<file path="src/rtl/nir_pkg.sv">
`timescale 1ns / 1ps

package nir_pkg;

  // Action codes carried by an input item.
  typedef enum logic [1:0] {
    ACT_EDGE  = 2'd0,
    ACT_OVF   = 2'd1,
    ACT_FETCH = 2'd2
  } act_t;

  // Receiver phases.
  typedef enum logic [2:0] {
    PH_IDLE   = 3'd0,
    PH_LPULSE = 3'd1,
    PH_LSPACE = 3'd2,
    PH_MARK   = 3'd3,
    PH_SPACE  = 3'd4
  } phase_t;

  localparam int unsigned CMD_W      = 16;
  localparam int unsigned IVL_W      = 8;
  localparam int unsigned REG_W      = 8;
  localparam int unsigned APB_DATA_W = 32;
  localparam int unsigned APB_ADDR_W = 5;
  localparam int unsigned REG_IDX_W  = 3;

  // Register indexes (byte address is four times the index).
  localparam logic [REG_IDX_W-1:0] REG_LP_MIN   = 3'd0;
  localparam logic [REG_IDX_W-1:0] REG_LP_MAX   = 3'd1;
  localparam logic [REG_IDX_W-1:0] REG_LS_MIN   = 3'd2;
  localparam logic [REG_IDX_W-1:0] REG_LS_MAX   = 3'd3;
  localparam logic [REG_IDX_W-1:0] REG_MARK_MIN = 3'd4;
  localparam logic [REG_IDX_W-1:0] REG_MARK_MAX = 3'd5;
  localparam logic [REG_IDX_W-1:0] REG_SPC_MAX  = 3'd6;
  localparam logic [REG_IDX_W-1:0] REG_ONE_THR  = 3'd7;

  localparam logic [REG_W-1:0] RST_LP_MIN   = 8'd132;
  localparam logic [REG_W-1:0] RST_LP_MAX   = 8'd148;
  localparam logic [REG_W-1:0] RST_LS_MIN   = 8'd62;
  localparam logic [REG_W-1:0] RST_LS_MAX   = 8'd78;
  localparam logic [REG_W-1:0] RST_MARK_MIN = 8'd6;
  localparam logic [REG_W-1:0] RST_MARK_MAX = 8'd10;
  localparam logic [REG_W-1:0] RST_SPC_MAX  = 8'd28;
  localparam logic [REG_W-1:0] RST_ONE_THR  = 8'd15;

  typedef struct packed {
    logic [REG_W-1:0] lp_min;
    logic [REG_W-1:0] lp_max;
    logic [REG_W-1:0] ls_min;
    logic [REG_W-1:0] ls_max;
    logic [REG_W-1:0] mark_min;
    logic [REG_W-1:0] mark_max;
    logic [REG_W-1:0] space_max;
    logic [REG_W-1:0] one_thr;
  } cfg_t;

  // Classified item handed from the front end to the back end.
  typedef struct packed {
    act_t act;
    logic lp_ok;
    logic ls_ok;
    logic mark_ok;
    logic space_ok;
    logic bit_one;
  } token_t;

  typedef struct packed {
    logic             code_valid;
    logic [CMD_W-1:0] command;
    logic             busy;
  } res_t;

endpackage

</file>
<file path="src/rtl/nir_fifo.sv">
`timescale 1ns / 1ps

module nir_fifo #(
  parameter int unsigned WIDTH = 8,
  parameter int unsigned DEPTH = 2
) (
  input  logic             clk,
  input  logic             rst_n,
  input  logic             push,
  input  logic [WIDTH-1:0] din,
  output logic             full,
  input  logic             pop,
  output logic [WIDTH-1:0] dout,
  output logic             empty
);

  localparam int unsigned PW = (DEPTH > 1) ? $clog2(DEPTH) : 1;
  localparam int unsigned CW = $clog2(DEPTH + 1);

  logic [WIDTH-1:0] mem [DEPTH];
  logic [PW-1:0]    wr_ptr_r, wr_ptr_nxt;
  logic [PW-1:0]    rd_ptr_r, rd_ptr_nxt;
  logic [CW-1:0]    count_r, count_nxt;
  logic             do_push, do_pop;

  assign full    = (count_r == CW'(DEPTH));
  assign empty   = (count_r == '0);
  assign dout    = mem[rd_ptr_r];
  assign do_push = push && !full;
  assign do_pop  = pop && !empty;

  always_comb begin
    wr_ptr_nxt = wr_ptr_r;
    rd_ptr_nxt = rd_ptr_r;
    count_nxt  = count_r;
    if (do_push) begin
      wr_ptr_nxt = (wr_ptr_r == PW'(DEPTH - 1)) ? '0 : wr_ptr_r + 1'b1;
    end
    if (do_pop) begin
      rd_ptr_nxt = (rd_ptr_r == PW'(DEPTH - 1)) ? '0 : rd_ptr_r + 1'b1;
    end
    if (do_push && !do_pop) begin
      count_nxt = count_r + 1'b1;
    end else if (do_pop && !do_push) begin
      count_nxt = count_r - 1'b1;
    end
  end

  always_ff @(posedge clk) begin
    if (!rst_n) begin
      wr_ptr_r <= '0;
      rd_ptr_r <= '0;
      count_r  <= '0;
    end else begin
      wr_ptr_r <= wr_ptr_nxt;
      rd_ptr_r <= rd_ptr_nxt;
      count_r  <= count_nxt;
    end
  end

  always_ff @(posedge clk) begin
    if (do_push) begin
      mem[wr_ptr_r] <= din;
    end
  end

endmodule

</file>
<file path="src/rtl/nir_front.sv">
`timescale 1ns / 1ps

module nir_front (
  input  logic [1:0]                 in_action,
  input  logic [nir_pkg::IVL_W-1:0]  in_interval,
  input  nir_pkg::cfg_t              cfg,
  output nir_pkg::token_t            tok
);

  import nir_pkg::*;

  // Every window is checked up front; the back end picks the one its phase needs.
  always_comb begin
    tok.act      = act_t'(in_action);
    tok.lp_ok    = (in_interval >= cfg.lp_min) && (in_interval <= cfg.lp_max);
    tok.ls_ok    = (in_interval >= cfg.ls_min) && (in_interval <= cfg.ls_max);
    tok.mark_ok  = (in_interval >= cfg.mark_min) && (in_interval <= cfg.mark_max);
    tok.space_ok = (in_interval >= cfg.mark_min) && (in_interval <= cfg.space_max);
    tok.bit_one  = (in_interval > cfg.one_thr);
  end

endmodule

</file>
<file path="src/rtl/nir_back.sv">
`timescale 1ns / 1ps

module nir_back #(
  parameter int unsigned CODE_BITS = 32
) (
  input  logic            clk,
  input  logic            rst_n,
  input  logic            tok_empty,
  input  nir_pkg::token_t tok,
  output logic            tok_pop,
  input  logic            res_full,
  output logic            res_push,
  output nir_pkg::res_t   res
);

  import nir_pkg::*;

  localparam int unsigned CNT_W = $clog2(CODE_BITS + 1);

  phase_t                 phase_r, phase_nxt;
  logic [CNT_W-1:0]       cnt_r, cnt_nxt;
  logic [CODE_BITS-1:0]   code_r, code_nxt;
  logic                   ready_r, ready_nxt;
  logic [CMD_W-1:0]       upper;

  generate
    if (CODE_BITS >= CMD_W) begin : g_wide
      assign upper = code_r[CODE_BITS-1 -: CMD_W];
    end else begin : g_narrow
      assign upper = {code_r, {(CMD_W - CODE_BITS){1'b0}}};
    end
  endgenerate

  // Bits arrive MSB first, so shifting in from the right leaves the complete
  // code in place once the last bit lands.
  always_comb begin
    phase_nxt      = phase_r;
    cnt_nxt        = cnt_r;
    code_nxt       = code_r;
    ready_nxt      = ready_r;
    res.code_valid = 1'b0;
    res.command    = '0;
    tok_pop        = !tok_empty && !res_full;
    res_push       = tok_pop;
    if (tok_pop) begin
      unique case (tok.act)
        ACT_EDGE: begin
          if (!ready_r) begin
            unique case (phase_r)
              PH_IDLE: begin
                phase_nxt = PH_LPULSE;
                cnt_nxt   = '0;
              end
              PH_LPULSE: phase_nxt = tok.lp_ok ? PH_LSPACE : PH_IDLE;
              PH_LSPACE: phase_nxt = tok.ls_ok ? PH_MARK : PH_IDLE;
              PH_MARK:   phase_nxt = tok.mark_ok ? PH_SPACE : PH_IDLE;
              PH_SPACE: begin
                if (!tok.space_ok || cnt_r >= CNT_W'(CODE_BITS)) begin
                  phase_nxt = PH_IDLE;
                end else begin
                  code_nxt = {code_r[CODE_BITS-2:0], tok.bit_one};
                  cnt_nxt  = cnt_r + 1'b1;
                  if (cnt_r == CNT_W'(CODE_BITS - 1)) begin
                    ready_nxt = 1'b1;
                  end else begin
                    phase_nxt = PH_MARK;
                  end
                end
              end
              default: phase_nxt = PH_IDLE;
            endcase
          end
        end
        ACT_OVF: phase_nxt = PH_IDLE;
        ACT_FETCH: begin
          if (ready_r) begin
            res.code_valid = 1'b1;
            res.command    = upper;
            ready_nxt      = 1'b0;
            phase_nxt      = PH_IDLE;
          end
        end
        default: ;
      endcase
    end
    res.busy = (phase_nxt != PH_IDLE) && !ready_nxt;
  end

  always_ff @(posedge clk) begin
    if (!rst_n) begin
      phase_r <= PH_IDLE;
      cnt_r   <= '0;
      ready_r <= 1'b0;
    end else begin
      phase_r <= phase_nxt;
      cnt_r   <= cnt_nxt;
      ready_r <= ready_nxt;
    end
  end

  always_ff @(posedge clk) begin
    code_r <= code_nxt;
  end

`ifndef SYNTH
  a_ready_full_count: assert property (@(posedge clk) disable iff (!rst_n)
    ready_r |-> (cnt_r == CNT_W'(CODE_BITS)))
    else $error("frame ready without a full bit count");

  a_count_bound: assert property (@(posedge clk) disable iff (!rst_n)
    cnt_r <= CNT_W'(CODE_BITS))
    else $error("bit count beyond code width");

  a_fetch_rearms: assert property (@(posedge clk) disable iff (!rst_n)
    (tok_pop && tok.act == ACT_FETCH && ready_r) |=> (!ready_r && phase_r == PH_IDLE))
    else $error("fetch of a ready frame did not rearm the receiver");

  a_valid_needs_ready: assert property (@(posedge clk) disable iff (!rst_n)
    (res_push && res.code_valid) |-> ready_r)
    else $error("code delivered without a completed frame");
`endif

endmodule

</file>
<file path="src/rtl/nec_ir_frame_decoder_core.sv">
`timescale 1ns / 1ps

// Channel  | Ports                                   | Transfer when
// ---------+-----------------------------------------+----------------------------
// input    | push, full, in_action, in_interval      | push && !full
// result   | pop, empty, out_code_valid,             | pop && !empty
//          | out_command, out_busy_res               |
// config   | psel, penable, pwrite, paddr, pwdata,   | psel && penable && pwrite
//          | prdata, pready                          |
//
// One item per clock is sustained while the result queue has room; every item yields exactly one result.
// An input item is registered in the token queue; the back end takes it from
// there when the result queue has room and writes its result into the result
// queue, whose head drives the result ports.
// Reset is synchronous on rst_n low; it loads the register defaults and idles
// the receiver. Both two-entry queues let either side stall independently;
// full rises only when the result side has stalled long enough to back up.

module nec_ir_frame_decoder_core #(
  parameter int unsigned CODE_BITS = 32
) (
  input  logic                           clk,
  input  logic                           rst_n,
  input  logic                           push,
  output logic                           full,
  input  logic [1:0]                     in_action,
  input  logic [nir_pkg::IVL_W-1:0]      in_interval,
  output logic                           empty,
  input  logic                           pop,
  output logic                           out_code_valid,
  output logic [nir_pkg::CMD_W-1:0]      out_command,
  output logic                           out_busy_res,
  input  logic                           psel,
  input  logic                           penable,
  input  logic                           pwrite,
  input  logic [nir_pkg::APB_ADDR_W-1:0] paddr,
  input  logic [nir_pkg::APB_DATA_W-1:0] pwdata,
  output logic [nir_pkg::APB_DATA_W-1:0] prdata,
  output logic                           pready
);

  import nir_pkg::*;

  localparam int unsigned QUEUE_DEPTH = 2;

  cfg_t                   cfg_r, cfg_nxt;
  logic [REG_IDX_W-1:0]   reg_idx;
  logic [REG_W-1:0]       rd_val;
  logic                   cfg_wr;
  token_t                 tok_in, tok_out;
  logic                   tok_empty, tok_pop;
  logic                   res_full, res_push;
  res_t                   res_in, res_out;

  assign pready  = 1'b1;
  assign reg_idx = paddr[APB_ADDR_W-1:2];
  assign cfg_wr  = psel && penable && pwrite && pready;

  always_comb begin
    cfg_nxt = cfg_r;
    rd_val  = '0;
    unique case (reg_idx)
      REG_LP_MIN:   rd_val = cfg_r.lp_min;
      REG_LP_MAX:   rd_val = cfg_r.lp_max;
      REG_LS_MIN:   rd_val = cfg_r.ls_min;
      REG_LS_MAX:   rd_val = cfg_r.ls_max;
      REG_MARK_MIN: rd_val = cfg_r.mark_min;
      REG_MARK_MAX: rd_val = cfg_r.mark_max;
      REG_SPC_MAX:  rd_val = cfg_r.space_max;
      REG_ONE_THR:  rd_val = cfg_r.one_thr;
      default:      rd_val = '0;
    endcase
    if (cfg_wr) begin
      unique case (reg_idx)
        REG_LP_MIN:   cfg_nxt.lp_min    = pwdata[REG_W-1:0];
        REG_LP_MAX:   cfg_nxt.lp_max    = pwdata[REG_W-1:0];
        REG_LS_MIN:   cfg_nxt.ls_min    = pwdata[REG_W-1:0];
        REG_LS_MAX:   cfg_nxt.ls_max    = pwdata[REG_W-1:0];
        REG_MARK_MIN: cfg_nxt.mark_min  = pwdata[REG_W-1:0];
        REG_MARK_MAX: cfg_nxt.mark_max  = pwdata[REG_W-1:0];
        REG_SPC_MAX:  cfg_nxt.space_max = pwdata[REG_W-1:0];
        REG_ONE_THR:  cfg_nxt.one_thr   = pwdata[REG_W-1:0];
        default:      ;
      endcase
    end
  end

  assign prdata = {{(APB_DATA_W - REG_W){1'b0}}, rd_val};

  always_ff @(posedge clk) begin
    if (!rst_n) begin
      cfg_r.lp_min    <= RST_LP_MIN;
      cfg_r.lp_max    <= RST_LP_MAX;
      cfg_r.ls_min    <= RST_LS_MIN;
      cfg_r.ls_max    <= RST_LS_MAX;
      cfg_r.mark_min  <= RST_MARK_MIN;
      cfg_r.mark_max  <= RST_MARK_MAX;
      cfg_r.space_max <= RST_SPC_MAX;
      cfg_r.one_thr   <= RST_ONE_THR;
    end else begin
      cfg_r <= cfg_nxt;
    end
  end

  nir_front u_front (
    .in_action   (in_action),
    .in_interval (in_interval),
    .cfg         (cfg_r),
    .tok         (tok_in)
  );

  nir_fifo #(
    .WIDTH ($bits(token_t)),
    .DEPTH (QUEUE_DEPTH)
  ) u_tok_q (
    .clk   (clk),
    .rst_n (rst_n),
    .push  (push),
    .din   (tok_in),
    .full  (full),
    .pop   (tok_pop),
    .dout  (tok_out),
    .empty (tok_empty)
  );

  nir_back #(
    .CODE_BITS (CODE_BITS)
  ) u_back (
    .clk       (clk),
    .rst_n     (rst_n),
    .tok_empty (tok_empty),
    .tok       (tok_out),
    .tok_pop   (tok_pop),
    .res_full  (res_full),
    .res_push  (res_push),
    .res       (res_in)
  );

  nir_fifo #(
    .WIDTH ($bits(res_t)),
    .DEPTH (QUEUE_DEPTH)
  ) u_res_q (
    .clk   (clk),
    .rst_n (rst_n),
    .push  (res_push),
    .din   (res_in),
    .full  (res_full),
    .pop   (pop),
    .dout  (res_out),
    .empty (empty)
  );

  assign out_code_valid = res_out.code_valid;
  assign out_command    = res_out.command;
  assign out_busy_res   = res_out.busy;

endmodule

</file>
<file path="config.mk">
export PLATFORM = sky130hd
export DESIGN_NAME = nec_ir_frame_decoder_core
export DESIGN_NICKNAME = d
export VERILOG_FILES = /design/src/rtl/nir_pkg.sv /design/src/rtl/nir_fifo.sv /design/src/rtl/nir_front.sv /design/src/rtl/nir_back.sv /design/src/rtl/nec_ir_frame_decoder_core.sv
export SDC_FILE = /design/constraint.sdc
export NUM_CORES = 1
export LEC_CHECK = 0
export ABC_CLOCK_PERIOD_IN_PS = 2650
export BUFFER_PORTS_ARGS = -buffer_cell sky130_fd_sc_hd__buf_2
export CORE_MARGIN = 2
export CORE_UTILIZATION = 52
export DETAILED_ROUTE_END_ITERATION = 12
export GPL_TIMING_DRIVEN = 0
export PLACE_DENSITY = 0.76
export SYNTH_ARGS = -nofsm -noshare
export SYNTH_HDL_FRONTEND = slang
export SYNTH_SLANG_ARGS = --single-unit
</file>
<file path="constraint.sdc">
create_clock -name clk -period 2.65 [get_ports clk]
set_clock_uncertainty 0.05 [all_clocks]
set_input_delay 0.1325 -clock clk [delete_from_list [all_inputs] [get_ports clk]]
set_output_delay 0.1325 -clock clk [all_outputs]
set_load 0.05 [all_outputs]
</file>
==> results of run 1 <==
[power groups by stage]
stage / Clock [W] / Sequential, W / Combinational, W
after floorplan: 0 / 0.00314 / 0.00167
after CTS: 0.00247 / 0.00311 / 0.00215
after global routing: 0.00258 / 0.00313 / 0.00229
after detailed placement: 0 / 0.00316 / 0.00214
final: 0.00245 / 0.00310 / 0.00215
after global placement: 0 / 0.00316 / 0.00206
[layer usage]
layer / part of all wire / GRT usage
met5: 0 / 0
met4: 0.023 / 0.0806
met3: 0.069 / 0.0434
met2: 0.46 / 0.360
met1: 0.45 / 0.312
[cells by family (layout without fill, tap and decap cells)]
kind of cell	after synthesis	count (layout)	synth area share
muxes	56	56	0.0718
adders and majority gates	68	68	0.0994
other	2	25	0.000878
xor gates and xnor gates	11	11	0.0113
buffers and inverters	136	217	0.0734
DFF	166	166	0.484
and+or+nand+nor	229	229	0.134
AOI/OAI and AO/OA	158	158	0.125
[stage by stage]
step	hold WS, ps	power [W]	instance area, um2
6_report	63.4	0.00770	9780
5_1_grt	80.1	0.00800	9780
4_1_cts	52.5	0.00773	9780
3_5_place_dp	280	0.00530	9180
3_3_place_gp	278	0.00522	9140
2_1_floorplan	181	0.00481	8650
[flip-flops by register name, indices dropped and copies added, names as in the netlist, named ones only]
signal	cells
u_back.cnt_r	6
u_tok_q.mem	14
u_res_q.rd_ptr_r	1
u_back.phase_r	3
u_tok_q.wr_ptr_r	1
u_res_q.mem	36
u_tok_q.count_r	2
u_back.ready_r	1
u_tok_q.rd_ptr_r	1
u_res_q.wr_ptr_r	1
u_back.code_r	32
u_res_q.count_r	2
cfg_r	64
[area by class of cell]
cell class                 count  area, um2
fill                        1333       6220
sequential                   166       4140
multi-input combinational    547       3880
clock buffer                  18        429
buffer                        67        369
timing repair buffer          49        280
tap                          216        270
inverter                      69        259
clock inverter                14        148
[final timing paths]
kind,depth (start not counted),to,startpoint,slack (ps)
worst max-delay path,7,u_tok_q.mem[1][1],cfg_r[24],140
worst min-delay path,3,cfg_r[62],pwdata[6],60
worst max register to register,7,u_tok_q.mem[1][1],cfg_r[24],140
worst min register to register,0,u_back.code_r[13],u_back.code_r[12],370
[critical path, delay by kind of cell (launching register included)]
| family | cells | cell delay (ps) |
|---|---|---|
| compound gates | 5 | 1410 |
| simple gates | 1 | 150 |
| fa+ha+maj | 1 | 230 |
| flops | 1 | 360 |
[cell usage in the layout, fill, tap and decap left out, types with 9 or more instances in the layout]
cell | Yosys | final
and2_1 | 27 | 27
buf_4 | 26 | 26
a21boi_0 | 22 | 22
nand2b_1 | 11 | 11
nor2_1 | 40 | 37
mux2_2 | 23 | 23
dfxtp_1 | 84 | 84
inv_1 | 69 | 69
ha_1 | 68 | 68
o21ai_0 | 28 | 28
nor2b_1 | 30 | 30
nand2_1 | 75 | 75
clkbuf_1 | 25 | 26
o211ai_1 | 24 | 24
buf_2 | 9 | 53
conb_1 | 2 | 25
a21oi_1 | 26 | 26
mux2i_1 | 31 | 31
inv_8 | 0 | 10
nor3_1 | 9 | 9
clkbuf_16 | 0 | 17
edfxtp_1 | 82 | 82
nand3_1 | 14 | 14
xnor2_1 | 9 | 9
==> results.py, run 1 <==
metrics = {
    "cells_and_area": {
        "syn2layout_area_growth_pct": 14.3,
        "drive_above_1_share": 0.165,
        "utilization": 0.611,
        "fin_cells": 1146,
        "fin_nets": 1039,
        "diodes": 0,
    },
    "placed_design": {
        "pre_cts_ws_ps": -39.4,
        "dp_cells": 1111,
        "port_buffers": 44,
        "gp_congestion": 0.952,
        "dp_hpwl_mm": 14.0,
    },
    "power_and_ir_drop": {
        "leakagePower_nw": 3.88,
        "power.switching_w": 0.00274,
        "p_clk_frac": 0.318,
        "power_density_nw_per_um2": 787,
        "combPwrFrac": 0.279,
        "ir_worst_vdd_mv": 0.545,
        "switching_share": 0.356,
        "power.share.sequential": 0.403,
        "intPower_w": 0.00496,
    },
    "outcome": {
        "status": "finished, final reports clean",
    },
    "timing": {
        "max_freq_ghz": 0.398,
        "setup_viol": 0,
        "fin_crit_sh": 0.947,
        "final_hold_viol_count": 0,
        "finalSetupTns_ps": 0,
        "slew-limit-headroom": 0.354,
        "period_minus_slack_ps": 2510,
        "rsz0062_at_grt": "no",
        "slew_viol_final": 0,
        "worst_slew_pin_slew_ps": 957,
        "postLayoutSetupSlackWorst_ps": 140,
    },
    "critical_path": {
        "path_max_fanout": 3,
        "cp.required_ps": 2730,
        "cp-start-kind": "register",
        "cpMaxStageDelayCell": "o41ai_1",
        "end_kind": "register",
        "cp_slowest_stage_delay_ps": 800,
        "path_cells": "ha_1, nand2b_1, a21o_1, a21oi_1, o21ai_0, o41ai_1, a21oi_1",
        "critical_path_class": "register to register",
        "cp_common_cell": "a21oi_1",
        "cp.arrival_ps": 2590,
    },
    "global_route": {
        "grt_max_degree": 33,
        "grt_pass1_vias": 5779,
        "grt_pass1_wl_mm": 30.6,
        "grt_antenna_before_repair": 0,
        "track_usage": 0.227,
        "gr-total-overflow": 0,
    },
    "detailed_routing": {
        "num_vias": 6262,
        "drc": 0,
        "dr.pass1.iters": 5,
        "first_iter_violations": 483,
        "routedWlPerCell_um": 17.1,
        "ant_nets": 0,
        "wl_mm": 19.6,
        "viasPerCell": 5.46,
    },
    "die": {
        "die-area_um2": 17500,
        "core_area_um2": 16000,
        "rows": 46,
        "die_x_um": 132,
        "io_pins": 107,
        "start_util": 0.535,
        "die_h_um": 132,
    },
    "job": {
        "cap_violations": 0,
    },
    "clock_tree": {
        "clock_path_buffers": 2,
        "clk_latency_ps": 440,
        "cts_hold_buf": 3,
        "cts_buffers": 17,
        "cts_num_sinks": 166,
        "cts_setup_buffers": 0,
        "cts.clk_slew.worst_paths_ps": 70,
        "root_buffer": "clkbuf_16",
        "cts_tree": "built",
        "htree_levels": 4,
        "cts-resized-gates": 0,
    },
    "logic_synthesis": {
        "postSynthAreaPerCell_um2": 10.4,
        "syn_area_um2": 8560,
        "synthArstFlopShare": 0,
        "synth_top_area_share": 0.288,
        "synth_area_leaders": "edfxtp_1, dfxtp_1, ha_1",
        "synth-seq-area-share": 0.484,
        "syn_inst": 826,
        "synth_edf_count": 82,
        "synth_cell_types": 54,
        "synth.most_common_cell": "dfxtp_1",
        "synth_area_leader_cell": "edfxtp_1",
        "yosys-top-cells-count": "dfxtp_1, edfxtp_1, nand2_1, inv_1, ha_1",
        "synthFlopType": "dfxtp_1",
        "yosysWarnings": 0,
        "ys_seq_elements": 166,
    },
    "worst_hold_path": {
        "holdCritPathClass": "primary input to register",
    },
}
No activity file was read; power rests on OpenSTA's default activity.
==> run 2, diff against run 1 <==
- ABC_CLOCK_PERIOD_IN_PS: 2650 -> 2500
- BUFFER_PORTS_ARGS: -buffer_cell sky130_fd_sc_hd__buf_2 -> unset
- DONT_BUFFER_PORTS: unset -> 1
- PLACE_DENSITY: 0.76 -> 0.67
- clock period: 2.65 -> 2.5 ns (I/O delays scaled with it)
==> results.py, run 2 (same netlist as run 1, synthesis figures left out) <==
metrics = {
    "worst_hold_path": {
        "min_path_cells": 3,
        "hold_end": "cfg_r[10]",
        "holdCritPathClass": "primary input to register",
        "hold_start": "pwdata[2]",
    },
    "clock_tree": {
        "htree_levels": 4,
        "cts_buffers": 17,
        "clock_path_buffers": 2,
        "cts.clk_slew.worst_paths_ps": 60,
        "cts_tree": "built",
        "cts_setup_buffers": 0,
        "cts_num_sinks": 166,
        "clk_latency_ps": 430,
        "root_buffer": "clkbuf_16",
    },
    "placed_design": {
        "gp_congestion": 0.988,
        "dp_cells": 1065,
        "pre_cts_ws_ps": -100,
        "port_buffers": 0,
        "place_area_um2": 8930,
        "dp_hpwl_mm": 14.8,
    },
    "cells_and_area": {
        "largest_reg_flops": 64,
        "largest_register": "cfg_r",
        "multi_input_area_um2": 3900,
        "fillerInstances": 1363,
        "syn2layout_area_growth_pct": 12.4,
        "drive_above_1_share": 0.121,
        "diodes": 0,
        "fin_area_um2": 9620,
        "largestRegisters": "cfg_r (64), u_res_q.mem (36), u_back.code_r (32)",
        "final_common_cell": "dfxtp_1",
        "regArea_um2": 4140,
        "final_cell_mix": "dfxtp_1, edfxtp_1, nand2_1",
        "fin_nets": 995,
        "fin_cells": 1102,
    },
    "detailed_routing": {
        "num_vias": 6216,
        "routedWlPerCell_um": 18.8,
        "viasPerCell": 5.64,
        "first_iter_violations": 485,
        "ant_nets": 0,
        "dr.pass1.iters": 5,
        "wl_mm": 20.7,
        "drc": 0,
    },
    "timing": {
        "setup_viol": 0,
        "fin_crit_sh": 0.944,
        "rsz0062_at_grt": "no",
        "period_minus_slack_ps": 2360,
        "final_hold_viol_count": 0,
        "slew_viol_final": 0,
        "slew-limit-headroom": 0.334,
        "postLayoutSetupSlackWorst_ps": 140,
        "worst_slew_pin_slew_ps": 998,
        "holdWs_ps": 68.8,
        "max_freq_ghz": 0.424,
    },
    "critical_path": {
        "cp-start-kind": "primary input",
        "path_max_fanout": 10,
        "cpMaxStageDelayCell": "nor2_1",
        "ff2ff_setup_slack_ps": 170,
        "cp_num_buf_inv": 2,
        "end_kind": "primary output",
        "timing.rr.end": "u_res_q.count_r[1]",
        "path_cells": "buf_2, buf_1, nor2b_1, a221oi_1, a21oi_1, nor2_1",
        "cp.depth": 6,
        "critical_path_class": "primary input to primary output",
        "crit_family": "simple AND/OR/NAND/NOR gates",
        "r2r_start": "u_res_q.count_r[1]",
        "ff2ff_path_depth": 7,
        "cp.arrival_ps": 2190,
        "cp.required_ps": 2330,
        "cp_slowest_stage_delay_ps": 720,
    },
    "die": {
        "die_x_um": 132,
        "io_pins": 107,
        "die-area_um2": 17500,
        "core_area_um2": 16000,
        "start_util": 0.535,
        "rows": 46,
        "die_h_um": 132,
    },
    "global_route": {
        "grt_antenna_before_repair": 1,
        "grt_pass1_wl_mm": 32.3,
        "gr-total-overflow": 0,
        "grt_pass1_vias": 6145,
        "track_usage": 0.241,
        "grt_max_degree": 33,
    },
    "outcome": {
        "status": "finished, final reports clean",
    },
    "power_and_ir_drop": {
        "power_density_nw_per_um2": 850,
        "ir_worst_vdd_mv": 0.477,
        "leakagePower_nw": 3.70,
        "report.power.total_w": 0.00817,
    },
    "job": {
        "cap_violations": 0,
    },
}
## run 2: routing by layer
layer  share of wire  up-vias  GRT usage
li1                -     2944          -
met1            0.44     2976      0.309
met2            0.46      232      0.386
met3           0.062       64     0.0534
met4           0.039        0      0.125
met5               0        -          0
## run 2: where the power goes
part / switching (W) / total [W] / internal, W
Combinational: 0.00150 / 0.00207 / 0.000569
Clock: 0.00109 / 0.00279 / 0.00170
Sequential: 0.000112 / 0.00331 / 0.00320
Total: 0.00270 / 0.00817 / 0.00547
## run 2: through the flow
stage / util / setup TNS [ps]
6_report: 0.601 / 0
5_1_grt: 0.601 / 0
4_1_cts: 0.600 / 0
3_5_place_dp: 0.558 / -368
3_3_place_gp: 0.557 / -15230
2_1_floorplan: - / 0
## run 2: worst register-to-register path, cell delays in order, from the launching register on
cell and delay, ps:
dfxtp_1 370, nor2b_1 320, or2_2 170, clkbuf_1 330
inv_1 190, ha_1 350, or3_1 350, a21boi_0 150
## run 2: final cells by class
| cell class | instances | area share |
|---|---|---|
| repair buffers | 4 | 0.00416 |
| flip-flops and latches | 166 | 0.431 |
| inverters | 69 | 0.0269 |
| clock inverters | 9 | 0.0146 |
| clock buffers | 23 | 0.0510 |
| plain buffers | 67 | 0.0385 |
| multi-input cells | 548 | 0.406 |
| well taps | 216 | 0.0281 |
## run 2: worst max path at each step
stage / to / slack, ps / startpoint
detailed placement: u_tok_q.mem[0][2] / -100 / in_interval[0]
floorplan: u_back.code_r[0] / 150 / register
finish: prdata[3] / 140 / paddr[2]
global placement: u_back.code_r[11] / -290 / register
CTS: out_command[8] / 20 / register
global route: u_res_q.mem[0][0] / 3 / register
## run 2: repair_timing
| item | in CTS | in global routing |
|---|---|---|
| gates resized for setup | 0 | 4 |
| setup endpoints to repair | 0 | 46 |
| hold buffers | 4 | 0 |
| endpoints found under the hold margin | 10 | 0 |
==> run 3, diff against run 2 <==
- SYNTH_HIERARCHICAL: unset -> 1
==> results.py, run 3 <==
metrics = {
    "placed_design": {
        "gp_congestion": 0.906,
        "place_area_um2": 9260,
        "pre_cts_ws_ps": -357,
        "dp_cells": 1132,
        "dp_hpwl_mm": 15.2,
        "port_buffers": 0,
    },
    "timing": {
        "fin_crit_sh": 0.943,
        "max_freq_ghz": 0.424,
        "rsz0062_at_grt": "no",
        "finalSetupTns_ps": 0,
        "final_hold_viol_count": 0,
        "setup_viol": 0,
        "period_minus_slack_ps": 2360,
        "slew-limit-headroom": 0.307,
        "worst_slew_pin_slew_ps": 1040,
        "postLayoutSetupSlackWorst_ps": 144,
        "slew_viol_final": 0,
    },
    "cells_and_area": {
        "fillerInstances": 1447,
        "final_cell_mix": "dfxtp_1, edfxtp_1, nand2_1",
        "fin_cells": 1167,
        "drive_above_1_share": 0.131,
        "syn2layout_area_growth_pct": 11.9,
        "diodes": 0,
        "fin_area_um2": 9910,
        "largest_register": "cfg_r",
        "regArea_um2": 4140,
        "multi_input_area_um2": 4110,
        "largest_reg_flops": 64,
        "final_common_cell": "dfxtp_1",
        "largestRegisters": "cfg_r (64), u_res_q/mem (36), u_back/code_r (32)",
        "fin_nets": 1057,
        "utilization": 0.596,
    },
    "clock_tree": {
        "htree_levels": 4,
        "cts_tree": "built",
        "clock_path_buffers": 2,
        "cts.clk_slew.worst_paths_ps": 70,
        "cts_setup_buffers": 0,
        "cts_num_sinks": 166,
        "cts_buffers": 17,
        "clk_latency_ps": 440,
        "root_buffer": "clkbuf_16",
    },
    "power_and_ir_drop": {
        "leakagePower_nw": 3.94,
        "power.switching_w": 0.00285,
        "switching_share": 0.347,
        "p_clk_frac": 0.332,
        "ir_worst_vdd_mv": 0.714,
        "power_density_nw_per_um2": 829,
        "intPower_w": 0.00537,
        "combPwrFrac": 0.266,
        "power.share.sequential": 0.402,
    },
    "logic_synthesis": {
        "synth_area_leaders": "edfxtp_1, dfxtp_1, ha_1",
        "synth-seq-area-share": 0.468,
        "syn_area_um2": 8860,
        "synthArstFlopShare": 0,
        "syn_inst": 888,
        "synthFlopType": "dfxtp_1",
        "synth_edf_count": 82,
        "yosys-top-cells-count": "dfxtp_1, edfxtp_1, nand2_1, inv_1, o21ai_0",
        "synth_area_leader_cell": "edfxtp_1",
        "yosysWarnings": 6,
        "ys_seq_elements": 166,
        "synth_top_area_share": 0.278,
        "synth_cell_types": 64,
        "postSynthAreaPerCell_um2": 9.98,
        "synth.most_common_cell": "dfxtp_1",
    },
    "critical_path": {
        "cp-start-kind": "register",
        "path_max_fanout": 2,
        "cp.arrival_ps": 2180,
        "critical_path_class": "register to primary output",
        "end_kind": "primary output",
        "cp.required_ps": 2330,
    },
    "detailed_routing": {
        "routedWlPerCell_um": 17.9,
        "drc": 0,
        "wl_mm": 20.9,
        "num_vias": 6402,
        "dr.pass1.iters": 6,
        "ant_nets": 0,
        "viasPerCell": 5.49,
        "first_iter_violations": 473,
    },
    "die": {
        "die-area_um2": 18100,
        "start_util": 0.532,
        "io_pins": 107,
        "die_h_um": 135,
        "rows": 47,
        "die_x_um": 135,
        "core_area_um2": 16600,
    },
    "global_route": {
        "grt_pass1_wl_mm": 32.2,
        "grt_pass1_vias": 5925,
        "grt_antenna_before_repair": 0,
        "track_usage": 0.236,
        "gr-total-overflow": 0,
        "grt_max_degree": 33,
    },
    "worst_hold_path": {
        "holdCritPathClass": "primary input to register",
    },
    "outcome": {
        "status": "finished, final reports clean",
    },
    "job": {
        "cap_violations": 0,
    },
}
==> run 3: changes by cell type after synthesis, sizes merged, moves of 9 or more <==
cell,before,now
o21ai,29,72
o211ai,24,7
a21boi,22,37
mux2i,31,17
nor2b,30,16
nand3,14,27
inv,69,80
nand4,4,13
==> run 3: final timing paths <==
| path | cells after the start | slack [ps] | to | startpoint |
|---|---|---|---|---|
| setup / recovery | 4 | 140 | prdata[1] | cfg_r[41] |
| hold / removal | 3 | 20 | cfg_r[48] | penable |
| setup reg to reg | 9 | 230 | u_tok_q/count_r[1] | u_res_q/count_r[0] |
| hold reg to reg | 0 | 370 | u_back/code_r[16] | u_back/code_r[15] |
==> run 3: power groups by stage <==
stage,registers (W),logic (W),clock network [W]
finish,0.00330,0.00219,0.00273
CTS,0.00331,0.00220,0.00276
global placement,0.00335,0.00210,0
global route,0.00333,0.00233,0.00287
floorplan,0.00332,0.00186,0
detailed placement,0.00337,0.00218,0
==> run 3: cell type report <==
class / instances / area share
Timing Repair Buffer: 5 / 0.00682
Sequential cell: 166 / 0.418
Tap cell: 220 / 0.0278
Multi-Input combinational cell: 592 / 0.415
Buffer: 73 / 0.0403
Inverter: 80 / 0.0303
Clock inverter: 14 / 0.0188
Clock buffer: 17 / 0.0429
==> run 3: stage by stage <==
step | total power [W] | hold WS [ps]
3_3_place_gp | 0.00545 | 195
3_5_place_dp | 0.00555 | 199
4_1_cts | 0.00827 | 10.8
6_report | 0.00822 | 23.0
2_1_floorplan | 0.00518 | 193
5_1_grt | 0.00853 | 62.2
==> run 3: what timing repair did <==
item                                    CTS  global route
gates resized for setup                   1             2
hold buffers                              4             0
pin swaps                                 0             0
endpoints found under the setup margin   32            45
endpoints found under the hold margin    31             0
==> run 3: logic make-up (layout without fill, tap and decap cells) <==
logic type,count (synthesis),in the layout,share of synthesized area
buffers and inverters,153,189,0.0789
xor gates and xnor gates,11,11,0.0109
and+or+nand+nor,245,245,0.143
DFF,166,166,0.468
other,2,25,0.000848
adders and majority gates,68,68,0.0960
muxes,43,43,0.0522
AOI/OAI and AO/OA,200,200,0.150
==> run 3: routing by layer <==
metal | routed length [um] | GRT usage | share of wire
met3 | 1290 | 0.0465 | 0.062
met2 | 10000 | 0.393 | 0.48
met5 | 0 | 0 | 0
met4 | 634 | 0.0994 | 0.030
met1 | 8950 | 0.301 | 0.43
==> run 3: critical path, cell delays in order (launching register included) <==
cell	delay, ps
dfxtp_1	350
inv_1	70
o311ai_0	330
o21ai_0	170
a21oi_1	820
